## src/rtl/allc_pkg.sv

```systemverilog
`timescale 1ns / 1ps

package allc_pkg;

   localparam int SAMPLE_W       = 10;
   localparam int CODE_W         = 3;
   localparam int LEVEL_W        = 2;
   localparam int SUM_W          = 16;
   localparam int THRESH_W       = 10;
   localparam int CSR_IDX_W      = 2;
   localparam int CSR_DATA_W     = 10;
   localparam int WINDOW_DEFAULT = 8;

   localparam logic [THRESH_W-1:0] OFF_HOLD_RESET   = THRESH_W'(650);
   localparam logic [THRESH_W-1:0] OFF_ENTER_RESET  = THRESH_W'(850);
   localparam logic [THRESH_W-1:0] FULL_ENTER_RESET = THRESH_W'(350);
   localparam logic [THRESH_W-1:0] FULL_EXIT_RESET  = THRESH_W'(500);

   // Lamp level held in bits 2:1 of the light code.
   typedef enum logic [LEVEL_W-1:0] {
      LVL_OFF  = 2'd0,
      LVL_PARK = 2'd1,
      LVL_RSVD = 2'd2,
      LVL_FULL = 2'd3
   } level_type;

   typedef enum logic [CSR_IDX_W-1:0] {
      CSR_OFF_HOLD   = 2'd0,
      CSR_OFF_ENTER  = 2'd1,
      CSR_FULL_ENTER = 2'd2,
      CSR_FULL_EXIT  = 2'd3
   } csr_index_type;

   typedef struct packed {
      logic [THRESH_W-1:0] off_hold;
      logic [THRESH_W-1:0] off_enter;
      logic [THRESH_W-1:0] full_enter;
      logic [THRESH_W-1:0] full_exit;
   } thresh_type;

endpackage

```

## src/rtl/allc_req_if.sv

```systemverilog
`timescale 1ns / 1ps

interface allc_req_if import allc_pkg::*; ();
   logic                valid;
   logic                ready;
   logic [SAMPLE_W-1:0] sample;
   logic [CODE_W-1:0]   light_code;

   modport source (output valid, output sample, output light_code, input ready);
   modport sink   (input valid, input sample, input light_code, output ready);
endinterface

```

## src/rtl/allc_rsp_if.sv

```systemverilog
`timescale 1ns / 1ps

interface allc_rsp_if import allc_pkg::*; ();
   logic                valid;
   logic                ready;
   logic [CODE_W-1:0]   new_light_code;
   logic [SAMPLE_W-1:0] mean_level;

   modport source (output valid, output new_light_code, output mean_level, input ready);
   modport sink   (input valid, input new_light_code, input mean_level, output ready);
endinterface

```

## src/rtl/ambient_light_level_classifier_top.sv

```systemverilog
`timescale 1ns / 1ps

// Ambient light level classifier.
// Request channel (req_if): one 10-bit light sample plus a 3-bit light code
// (bit 0 aux flag, bits 2:1 current lamp level: 0 off, 1 parking, 3 full).
// Response channel (rsp_if): the new light code (aux passed through, new
// level in bits 2:1) and the windowed mean that drove the decision.
// Each request pushes its sample into a ring of WINDOW samples; the mean is
// the running sum divided by WINDOW, and hysteresis thresholds picked by the
// current level choose the new level. Level code 2 always yields off.
// Thresholds come from four CSRs written through csr_wr_en/csr_index/csr_wdata;
// write them only while no request is in flight.
// Two stages: ring/sum update, then divide and classify.
// Throughput: one request per cycle while rsp_if.ready keeps the response
// draining; the ring memory has one write and one prefetch read port, so a
// new sample never waits on the previous one.
// Reset clears the ring (through per-entry valid bits), the position, the
// sum and both pipeline stages, and loads the threshold defaults.
// When the receiver stalls, the response holds, the middle stage fills,
// and req_if.ready drops until rsp_if.ready returns.
module ambient_light_level_classifier_top import allc_pkg::*; #(
   parameter int WINDOW = WINDOW_DEFAULT
) (
   input  logic                  clock,
   input  logic                  reset,
   allc_req_if.sink              req_if,
   allc_rsp_if.source            rsp_if,
   input  logic                  csr_wr_en,
   input  logic [CSR_IDX_W-1:0]  csr_index,
   input  logic [CSR_DATA_W-1:0] csr_wdata
);

   // Threshold registers.
   thresh_type thresh_ff;

   // Stage 1: updated sum and code of the request.
   logic                s1_vld_ff;
   logic [SUM_W-1:0]    s1_sum_ff;
   logic [CODE_W-1:0]   s1_code_ff;

   // Stage 2: response register.
   logic                out_vld_ff;
   logic [CODE_W-1:0]   out_code_ff;
   logic [SAMPLE_W-1:0] out_mean_ff;

   logic                accept;
   logic                s1_free;
   logic                out_load;
   logic [SUM_W-1:0]    sum_new;
   logic [CODE_W-1:0]   cls_code;
   logic [SAMPLE_W-1:0] cls_mean;

   // Advance the response register when it is empty or being drained;
   // advance stage 1 when it is empty or moving on.
   assign out_load     = s1_vld_ff && (!out_vld_ff || rsp_if.ready);
   assign s1_free      = !s1_vld_ff || out_load;
   assign req_if.ready = s1_free;
   assign accept       = req_if.valid && s1_free;

   // Ring of samples and running sum, updated once per accepted request.
   allc_window #(
      .WINDOW (WINDOW)
   ) u_window (
      .clock   (clock),
      .reset   (reset),
      .load    (accept),
      .sample  (req_if.sample),
      .sum_new (sum_new)
   );

   // Divide by WINDOW and pick the new level.
   allc_classify #(
      .WINDOW (WINDOW)
   ) u_classify (
      .sum            (s1_sum_ff),
      .light_code     (s1_code_ff),
      .thresh         (thresh_ff),
      .new_light_code (cls_code),
      .mean_level     (cls_mean)
   );

   // CSR writes: drop nothing, every index maps to a threshold.
   always_ff @(posedge clock) begin
      if (reset) begin
         thresh_ff.off_hold   <= OFF_HOLD_RESET;
         thresh_ff.off_enter  <= OFF_ENTER_RESET;
         thresh_ff.full_enter <= FULL_ENTER_RESET;
         thresh_ff.full_exit  <= FULL_EXIT_RESET;
      end else if (csr_wr_en) begin
         case (csr_index_type'(csr_index))
            CSR_OFF_HOLD:   thresh_ff.off_hold   <= THRESH_W'(csr_wdata);
            CSR_OFF_ENTER:  thresh_ff.off_enter  <= THRESH_W'(csr_wdata);
            CSR_FULL_ENTER: thresh_ff.full_enter <= THRESH_W'(csr_wdata);
            CSR_FULL_EXIT:  thresh_ff.full_exit  <= THRESH_W'(csr_wdata);
            default: begin
            end
         endcase
      end
   end

   // Pipeline valid bits.
   always_ff @(posedge clock) begin
      if (reset) begin
         s1_vld_ff  <= 1'b0;
         out_vld_ff <= 1'b0;
      end else begin
         if (s1_free) begin
            s1_vld_ff <= req_if.valid;
         end
         if (out_load) begin
            out_vld_ff <= 1'b1;
         end else if (rsp_if.ready) begin
            out_vld_ff <= 1'b0;
         end
      end
   end

   // Pipeline payload; hold while stalled.
   always_ff @(posedge clock) begin
      if (accept) begin
         s1_sum_ff  <= sum_new;
         s1_code_ff <= req_if.light_code;
      end
      if (out_load) begin
         out_code_ff <= cls_code;
         out_mean_ff <= cls_mean;
      end
   end

   assign rsp_if.valid          = out_vld_ff;
   assign rsp_if.new_light_code = out_code_ff;
   assign rsp_if.mean_level     = out_mean_ff;

   // A response never carries the reserved level code.
   a_no_rsvd_level: assert property (@(posedge clock) disable iff (reset)
      out_vld_ff |-> (level_type'(out_code_ff[CODE_W-1:1]) != LVL_RSVD))
      else $error("response carries reserved level code");

   // The reserved level code on a request forces the lamps off.
   a_rsvd_forces_off: assert property (@(posedge clock) disable iff (reset)
      (out_load && (level_type'(s1_code_ff[CODE_W-1:1]) == LVL_RSVD))
      |=> (level_type'(out_code_ff[CODE_W-1:1]) == LVL_OFF))
      else $error("reserved level code did not force off");

   // The aux flag passes through the classifier unchanged.
   a_aux_passthru: assert property (@(posedge clock) disable iff (reset)
      out_load |=> (out_code_ff[0] == $past(s1_code_ff[0])))
      else $error("aux flag changed in flight");

   // A stalled stage 1 keeps its request.
   a_s1_hold: assert property (@(posedge clock) disable iff (reset)
      (s1_vld_ff && !out_load) |=> (s1_vld_ff && $stable(s1_sum_ff)
                                    && $stable(s1_code_ff)))
      else $error("stage 1 lost a stalled request");

endmodule

```

## src/rtl/allc_window.sv

```systemverilog
`timescale 1ns / 1ps

module allc_window import allc_pkg::*; #(
   parameter int WINDOW = WINDOW_DEFAULT
) (
   input  logic                clock,
   input  logic                reset,
   input  logic                load,
   input  logic [SAMPLE_W-1:0] sample,
   output logic [SUM_W-1:0]    sum_new
);

   localparam int PTR_W = (WINDOW > 1) ? $clog2(WINDOW) : 1;
   localparam logic [PTR_W-1:0] LAST_POS = PTR_W'(WINDOW - 1);

   logic [SAMPLE_W-1:0] ring_mem [WINDOW];
   logic [WINDOW-1:0]   vld_ff;
   logic [PTR_W-1:0]    pos_ff;
   logic [SUM_W-1:0]    sum_ff;
   logic [SAMPLE_W-1:0] rd_data_ff;
   logic                rd_vld_ff;
   logic                byp_ff;
   logic [SAMPLE_W-1:0] byp_data_ff;

   logic [PTR_W-1:0]    pos_inc;
   logic [PTR_W-1:0]    rd_addr;
   logic                hazard;
   logic [SAMPLE_W-1:0] old_sample;

   assign pos_inc = (pos_ff == LAST_POS) ? '0 : pos_ff + PTR_W'(1);
   // Prefetch the entry that the next sample replaces.
   assign rd_addr = load ? pos_inc : pos_ff;
   assign hazard  = load && (rd_addr == pos_ff);

   assign old_sample = byp_ff    ? byp_data_ff :
                       rd_vld_ff ? rd_data_ff  : '0;

   assign sum_new = sum_ff - SUM_W'(old_sample) + SUM_W'(sample);

   always_ff @(posedge clock) begin
      if (load) begin
         ring_mem[pos_ff] <= sample;
      end
      rd_data_ff  <= ring_mem[rd_addr];
      byp_data_ff <= sample;
   end

   always_ff @(posedge clock) begin
      if (reset) begin
         vld_ff    <= '0;
         pos_ff    <= '0;
         sum_ff    <= '0;
         rd_vld_ff <= 1'b0;
         byp_ff    <= 1'b0;
      end else begin
         rd_vld_ff <= vld_ff[rd_addr];
         byp_ff    <= hazard;
         if (load) begin
            vld_ff[pos_ff] <= 1'b1;
            pos_ff         <= pos_inc;
            sum_ff         <= sum_new;
         end
      end
   end

endmodule

```

## src/rtl/allc_classify.sv

```systemverilog
`timescale 1ns / 1ps

module allc_classify import allc_pkg::*; #(
   parameter int WINDOW = WINDOW_DEFAULT
) (
   input  logic [SUM_W-1:0]    sum,
   input  logic [CODE_W-1:0]   light_code,
   input  thresh_type          thresh,
   output logic [CODE_W-1:0]   new_light_code,
   output logic [SAMPLE_W-1:0] mean_level
);

   // Exact divide by WINDOW over the whole sum range: multiply by the
   // rounded-up reciprocal and drop the fraction bits.
   localparam int    DIV_SHIFT = SUM_W + $clog2(WINDOW);
   localparam int    RECIP_W   = DIV_SHIFT + 1;
   localparam int    PROD_W    = SUM_W + RECIP_W;
   localparam longint RECIP_VAL = ((64'd1 << DIV_SHIFT) + WINDOW - 1) / WINDOW;
   localparam logic [RECIP_W-1:0] RECIP = RECIP_W'(RECIP_VAL);

   logic [PROD_W-1:0]   prod;
   level_type           level;
   level_type           next_level;
   logic [THRESH_W-1:0] off_th;
   logic [THRESH_W-1:0] park_th;
   logic                force_off;

   assign prod       = PROD_W'(sum) * PROD_W'(RECIP);
   assign mean_level = prod[DIV_SHIFT +: SAMPLE_W];
   assign level      = level_type'(light_code[CODE_W-1:1]);

   always_comb begin
      off_th    = thresh.off_enter;
      park_th   = thresh.full_enter;
      force_off = 1'b0;
      case (level)
         LVL_OFF: begin
            off_th  = thresh.off_hold;
            park_th = thresh.full_enter;
         end
         LVL_PARK: begin
            off_th  = thresh.off_enter;
            park_th = thresh.full_enter;
         end
         LVL_FULL: begin
            off_th  = thresh.off_enter;
            park_th = thresh.full_exit;
         end
         default: begin
            force_off = 1'b1;
         end
      endcase

      if (force_off || (mean_level > off_th)) begin
         next_level = LVL_OFF;
      end else if (mean_level > park_th) begin
         next_level = LVL_PARK;
      end else begin
         next_level = LVL_FULL;
      end
   end

   assign new_light_code = {next_level, light_code[0]};

endmodule

```

## src/flat_wrapper.sv

```systemverilog
// flat-port wrapper written by rule: the top's interface ports become plain ports
module ambient_light_level_classifier_top_flat import allc_pkg::*;
#(
   parameter int WINDOW = WINDOW_DEFAULT
)
  (clock, reset, csr_wr_en, csr_index, csr_wdata, req_if_valid, req_if_sample, req_if_light_code, req_if_ready, rsp_if_valid, rsp_if_new_light_code, rsp_if_mean_level, rsp_if_ready);
  allc_req_if req_if_i ();
  allc_rsp_if rsp_if_i ();
  input  logic clock;
  input  logic reset;
  input  logic csr_wr_en;
  input  logic [CSR_IDX_W-1:0] csr_index;
  input  logic [CSR_DATA_W-1:0] csr_wdata;
  input wire logic [$bits(req_if_i.valid)-1:0] req_if_valid;
  input wire logic [$bits(req_if_i.sample)-1:0] req_if_sample;
  input wire logic [$bits(req_if_i.light_code)-1:0] req_if_light_code;
  output wire logic [$bits(req_if_i.ready)-1:0] req_if_ready;
  output wire logic [$bits(rsp_if_i.valid)-1:0] rsp_if_valid;
  output wire logic [$bits(rsp_if_i.new_light_code)-1:0] rsp_if_new_light_code;
  output wire logic [$bits(rsp_if_i.mean_level)-1:0] rsp_if_mean_level;
  input wire logic [$bits(rsp_if_i.ready)-1:0] rsp_if_ready;
  assign req_if_i.valid = req_if_valid;
  assign req_if_i.sample = req_if_sample;
  assign req_if_i.light_code = req_if_light_code;
  assign req_if_ready = req_if_i.ready;
  assign rsp_if_valid = rsp_if_i.valid;
  assign rsp_if_new_light_code = rsp_if_i.new_light_code;
  assign rsp_if_mean_level = rsp_if_i.mean_level;
  assign rsp_if_i.ready = rsp_if_ready;
  ambient_light_level_classifier_top #(.WINDOW(WINDOW)) u_core (.clock(clock), .reset(reset), .req_if(req_if_i), .rsp_if(rsp_if_i), .csr_wr_en(csr_wr_en), .csr_index(csr_index), .csr_wdata(csr_wdata));
endmodule
```

## config.mk

```make
export PLATFORM = sky130hd
export DESIGN_NAME = ambient_light_level_classifier_top_flat
export DESIGN_NICKNAME = d
export VERILOG_FILES = /design/src/rtl/allc_pkg.sv /design/src/rtl/allc_req_if.sv /design/src/rtl/allc_rsp_if.sv /design/src/rtl/ambient_light_level_classifier_top.sv /design/src/rtl/allc_window.sv /design/src/rtl/allc_classify.sv /design/src/flat_wrapper.sv
export SDC_FILE = /design/constraint.sdc
export NUM_CORES = 1
export LEC_CHECK = 0
export BUFFER_PORTS_ARGS = -buffer_cell sky130_fd_sc_hd__buf_2
export CAP_MARGIN = 10
export CORE_MARGIN = 2
export CORE_UTILIZATION = 50
export DETAILED_ROUTE_END_ITERATION = 10
export PLACE_DENSITY = 0.67
export SYNTH_ARGS = -nofsm -noshare
export SYNTH_HDL_FRONTEND = slang
export SYNTH_SLANG_ARGS = --single-unit
```

## constraint.sdc

```tcl
create_clock -name clock -period 6.65 [get_ports clock]
set_clock_uncertainty 0.15 [all_clocks]
set_input_delay 0.3325 -clock clock [delete_from_list [all_inputs] [get_ports clock]]
set_output_delay 0.3325 -clock clock [all_outputs]
set_load 0.005 [all_outputs]
```

# --- Word level (Yosys, flattened, before mapping) ---
# Memory sizes are Yosys's and may differ from the RTL's. A register that Yosys moved wholly into a read port is not among the register bits.
# Index checks and enable logic that the tools add are counted.
totals:
  input_bits: 30
  register_bits: 110
  output_inout_bits: 15
  memories: 1
  ram_bits: 80
  word_cells: 67
classes:
  addsub: 3
  n_bitwise: 1
  muxes: 16
  order_cmp: 5
  n_reduce_logical: 17
  eq_ne: 7
mem_list:
  columns: ["memory", "depth", "width", "read_ports", "rd_ports_with_merged_regs", "write_ports", "line", "source"]
  rows:
  - ["u_core.u_window.ring_mem", 8, 10, 1, 1, 1, "allc_window.sv:16", "logic [SAMPLE_W-1:0] ring_mem [WINDOW];"]
ops:
  columns: ["cell", "count"]
  rows:
  - ["$mux W10", 4]
  - ["$gt A10 B10 Y1", 2]
  - ["$add A16 B10 Y16", 1]
  - ["$sub A16 B10 Y16", 1]
  - ["$lt A3 B4 Y1 const B", 2]
  - ["$or A8 B8 Y8", 1]
  - ["$reduce_and A2 Y1", 4]
  - ["$mux W1", 7]
  - ["$eq A2 B2 Y1 const B", 3]
  - ["$mux W3", 2]
  - ["$eq A2 B1 Y1 const B", 2]
  - ["$logic_and A1 B1 Y1", 4]
  - ["$logic_not A2 Y1", 2]
  - ["$add A3 B1 Y3 const B", 1]
  - ["$bmux W1 S3", 1]
  - ["$demux W1 S3", 1]
  - ["$eq A3 B3 Y1", 1]
  - ["$eq A3 B3 Y1 const B", 1]
  - ["$ge A3 B1 Y1 const B", 1]
  - ["$logic_or A1 B1 Y1", 3]
  - ["$reduce_or A3 Y1", 1]
  - ["$logic_not A1 Y1", 2]
  - ["$mux W2", 1]
  - ["$reduce_bool A2 Y1", 1]

# --- Logic depth before layout (Yosys ltp) ---
logic_depth:
  word_depth: 8
  depth_mapped: 12
  ltp_nobuf: 11

# --- By module ---
# Synthesis repeated with hierarchy kept, for this count alone.
unflattened:
  cells_unflattened: 777
  hier_area_um2: 9332.7
by_module_without_submodules:
  columns: ["mod", "cells_each", "area_per_inst_um2", "seq_area_each_um2", "instances"]
  rows:
  - ["allc_window", 487, 5911.9, 3383.2, 1]
  - ["ambient_light_level_classifier_top", 200, 2648.8, 1801.7, 1]
  - ["allc_classify", 90, 772.0, 0.0, 1]

# --- Least setup slack after synthesis ---
# Ideal clock, no wire load.
synth_path:
  path_type: "flip-flop to flip-flop"
  start: "register u_core.u_window.rd_vld_ff"
  end: "register u_core.u_window.sum_ff[12]"
  setup_slack_ns: 3.470
  path_stages_with_launch: 11
  synth_period_minus_slack_ns: 3.180
  required_time_ns: 6.377
  path_buffers: 1
  setup_ns: 0.123
  arrival_time_ns: 2.907
  cell_sequence: "dfxtp_1 > nor2b_1 > clkbuf_1 > a22oi_1 > fa_1 > fa_1 > a211oi_1 > o211ai_2 > and3_1 > o211ai_1 > mux2_1"
synth_between:
  elab_chain_cells: 4
synth_rtl:
  columns: ["item", "line", "source"]
  rows:
  - ["start: declaration", "allc_window.sv:21", "logic rd_vld_ff;"]
  - ["start signal: assignment", "allc_window.sv:56", "rd_vld_ff <= vld_ff[rd_addr];"]
  - ["$mux W10", "allc_window.sv:36", "rd_vld_ff ? rd_data_ff : '0;"]
  - ["$mux W10", "allc_window.sv:35", "assign old_sample = byp_ff ? byp_data_ff :"]
  - ["$sub A16 B10 Y16", "allc_window.sv:38", "assign sum_new = sum_ff - SUM_W'(old_sample) + SUM_W'(sample);"]
  - ["$add A16 B10 Y16", "allc_window.sv:38", null]
  - ["end signal: assignment", "allc_window.sv:61", "sum_ff <= sum_new;"]
  - ["end: declaration", "allc_window.sv:19", "logic [SUM_W-1:0] sum_ff;"]
# No other way between the ends.
# A chain may end at the register's enable or synchronous reset.

# --- Final worst setup path ---
layout_path:
  start: "register u_core.u_window.byp_ff"
  end: "register u_core.u_window.sum_ff[12]"
layout_between:
  elab_chain_cells: 3
layout_rtl:
  columns: ["item", "line", "source"]
  rows:
  - ["start: declaration", "allc_window.sv:22", "logic byp_ff;"]
  - ["start signal: assignment", "allc_window.sv:57", "byp_ff <= hazard;"]
  - ["$mux W10", "allc_window.sv:35", null]
  - ["$sub A16 B10 Y16", "allc_window.sv:38", null]
  - ["$add A16 B10 Y16", "allc_window.sv:38", null]
# No other way between the ends.

==> metrics.log <==
INFO  metric chipHeight = approximately 140 um
INFO  metric crit_fanout = 11
INFO  metric period_share = approximately 57%
INFO  metric crit_start_category = flip-flop
INFO  metric ys_types = 64
INFO  metric setup_violations = 0
INFO  metric remaining_drc_errors = 0
INFO  metric stdcell_count = 991
INFO  metric capturing_element_type_of_the_critical_path = flip-flop
INFO  metric initial_antenna_violation_count = 0
INFO  metric cts_max_path_buffers = 2
INFO  metric max_cap_violations = 0
INFO  metric place_hpwl = 12080 um
INFO  metric finalWorstPathRequiredPeriod = between 3 and 4 ns
INFO  metric post_synth_edffs = around 110
INFO  metric cell_at_the_root_of_the_clock_tree = clkbuf_16
INFO  metric post_cts_resized = 0
INFO  metric placeableCoreArea = roughly 17000 um^2
INFO  metric timing.final.max_slew_violations = 0
INFO  metric globalRouteTotalUtil = 20.41%
INFO  metric core.rowCount = 48
INFO  metric clock_insertion_delay_at_the_later_pin_of_the_skew_report = between 0.4 and 0.5 ns
INFO  metric firstDrtPassIters = 4
INFO  metric place.gp.congestion = ~0.87
INFO  metric final.hold.worst_slack = approximately 0.024 ns
INFO  metric async_reset_ff_share = 0%
INFO  metric critical_path.slowest_cell = nor2b_1
INFO  metric cp.arrival = 3.95 ns
INFO  metric synth-seq-area-share = 57.25%
INFO  metric slowest_delay = roughly 0.56 ns
INFO  metric vias = between 5000 and 6000
INFO  metric final_hold_viol_count = 0
INFO  metric tritoncts = done
INFO  metric outcome = complete, no violations
INFO  metric cellPowerDensity = 347.4 nW/um^2
INFO  metric ant_nets = 0
INFO  metric antenna_cells = 0
INFO  metric critPathKind = reg -> reg
INFO  metric synth_ff_type = edfxtp_1
INFO  metric critical-path-top-cell-by-count = fa_1
INFO  metric syn_to_final_growth = 13.01%
INFO  metric min_path_type = in -> reg
INFO  metric numPortBuffers = 44
INFO  metric finish.instance_area = 9761 um^2
INFO  metric max_slew.worst_pin.slew = approximately 1.1 ns
INFO  metric cp.required = about 7 ns
INFO  metric die_w = about 140 um
INFO  metric numPlacedInstances = roughly 940
INFO  metric netlist_area = 8637 um^2
INFO  metric floorplan.initialDensity = approximately half
INFO  metric fp.dieArea = approximately 18000 um^2
INFO  metric timing.setup.tns = 0 ns
INFO  metric io_pins = 45
INFO  metric wire_length_of_the_first_global_routing_pass = between 20000 and 30000 um
INFO  metric drt_first_iter_violations = 372
INFO  metric most-common-layout-cells = edfxtp_1 (106), mux2i_1 (96), dfxtp_1 (88), nand2_1 (87), buf_2 (44)
INFO  metric leakagePower = ~4.0 nW
INFO  metric worst_slew_margin_rel = 27.18%
INFO  metric post_synthesis_instance_total = between 600 and 700
INFO  metric synth.avg_cell_area = 12.37 um^2
INFO  metric peakVddDrop = around 0.00025 V
INFO  metric synth.ff_latch_count = 194
INFO  metric clk_pin_slew_worst_paths = ~0.070 ns
INFO  metric synthDominantCellAreaShare = approximately 37%
INFO  metric final_nets = slightly above 800
INFO  metric pin_count_of_the_biggest_net_entering_global_routing = between 40 and 50
INFO  metric synthTopCellsByArea = edfxtp_1 (37%), dfxtp_1 (20%), mux2i_1 (11%)
INFO  metric final_common_cell = edfxtp_1
INFO  metric post-synth-top-area-cell = edfxtp_1
INFO  metric clock-sinks = roughly 190
INFO  metric via_count_of_the_first_global_routing_pass = 5553
INFO  metric placement.cell_area = approximately 9000 um^2
INFO  metric achievable-frequency = 263.9 MHz
INFO  metric mappedNetlistNets = between 700 and 800
INFO  metric wl_per_cell = between 15 and 20 um
INFO  metric grt_setup_unrepaired = no
INFO  metric cts_buffers = 17
INFO  metric timing.critical_path.cells = nor2b_1, a22oi_1, fa_1, fa_1, a211oi_1, o211ai_2, and3_1, o211ai_1, mux2_1
INFO  metric detail_route.wirelength = approximately 18000 um
INFO  metric grt-ovfl-total = 0
INFO  metric htreeDepth = 4
INFO  metric drive_gt1_share = between 10 and 15%
INFO  metric synth_warnings = 0
INFO  metric detail_route.vias_per_cell = around 5.6
report_power, final:
group          internal, mW  total [mW]  leakage (nW)  switching, mW
clock                 0.563        1.01         0.272          0.448
sequential             1.42        1.51          1.70         0.0908
combinational         0.381       0.868          2.00          0.487
total                  2.36        3.39          3.97           1.03
layer usage:
| layer | track usage (%) | up-vias | share of wire, % |
|---|---|---|---|
| met5 | 0 | - | 0 |
| met3 | 3.367 | 29 | 3.5 |
| met4 | 9.549 | 0 | 2.6 |
| li1 | - | 2662 | - |
| met2 | 35.65 | 134 | 51 |
| met1 | 24.74 | 2732 | 43 |
worst max-delay path: cells and delay by family (launching register included):
| family | cells | cell delay [ns] |
|---|---|---|
| fa+ha+maj | 2 | 1.03 |
| compound gates | 4 | 0.97 |
| simple gates | 2 | 0.77 |
| flops | 1 | 0.42 |
| mux | 1 | 0.33 |
cells in the mapped netlist, drive strengths merged (7+ instances only):
master / count
and3: 7
buf: 13
a22oi: 9
a21oi: 38
nor3: 9
dfxtp: 88
nand4: 7
ha: 35
edfxtp: 106
mux2i: 96
o21a: 8
xnor2: 10
nand3: 26
mux2: 13
nor2: 26
a21o: 11
inv: 19
clkbuf: 20
nand2: 88
fa: 10
path summary, 6_finish.rpt:
kind                                     start                                         to  slack [ns]  cells past startpoint
max          u_core.u_window.byp_ff$_SDFF_PP0_    u_core.u_window.sum_ff[12]$_SDFFE_PP0P_        2.86                      9
min                               csr_wdata[2]          u_core.thresh_ff[12]$_SDFFE_PP1P_        0.02                      3
max reg2reg  u_core.u_window.byp_ff$_SDFF_PP0_    u_core.u_window.sum_ff[12]$_SDFFE_PP0P_        2.86                      9
min reg2reg     u_core.s1_code_ff[0]$_DFFE_PP_  u_core.rsp_if.new_light_code[0]$_DFFE_PP_        0.27                      0
what timing repair did:
action	CTS	global route
hold endpoints to repair	13	0
hold buffers	13	0
setup buffers	0	0
per-stage QoR:
step	setup WS [ns]	util (%)	total power, mW
3_3_place_gp	3.000	52.68	2.347
2_1_floorplan	3.470	-	2.166
3_5_place_dp	2.904	52.68	2.389
5_1_grt	2.566	57.02	3.566
6_report	2.861	57.02	3.391
4_1_cts	2.886	56.85	3.405
flip-flops by register name, summed over array words and instances (netlist names), 3 cells and up:
register / flops
u_core.u_window.rd_data_ff: 10
u_core.s1_code_ff: 3
u_core.u_window.ring_mem: 80
u_core.u_window.sum_ff: 13
u_core.rsp_if.mean_level: 10
u_core.u_window.pos_ff: 3
u_core.rsp_if.new_light_code: 3
u_core.s1_sum_ff: 10
u_core.u_window.vld_ff: 8
u_core.u_window.byp_data_ff: 10
u_core.thresh_ff: 40
cells by family (layout without fill, tap and decap cells):
family / count (synthesis) / after routing / synth area share [%]
mux: 109 / 109 / 12.82
compound gates: 99 / 99 / 7.852
fa+ha+maj: 45 / 45 / 7.388
buf+inv: 52 / 120 / 3.274
xor+xnor: 12 / 12 / 1.217
flops: 194 / 194 / 57.25
simple gates: 187 / 187 / 10.20
cell type report:
cell class | instances | area (um^2)
inverter | 19 | 73.82
tap | 225 | 281.5
timing repair buffer | 69 | 447.9
clock buffer | 20 | 436.7
clock inverter | 12 | 147.6
multi-input combinational | 452 | 3428
fill | 1422 | 7356
sequential | 194 | 4945
(Power assumes the default switching activity.)
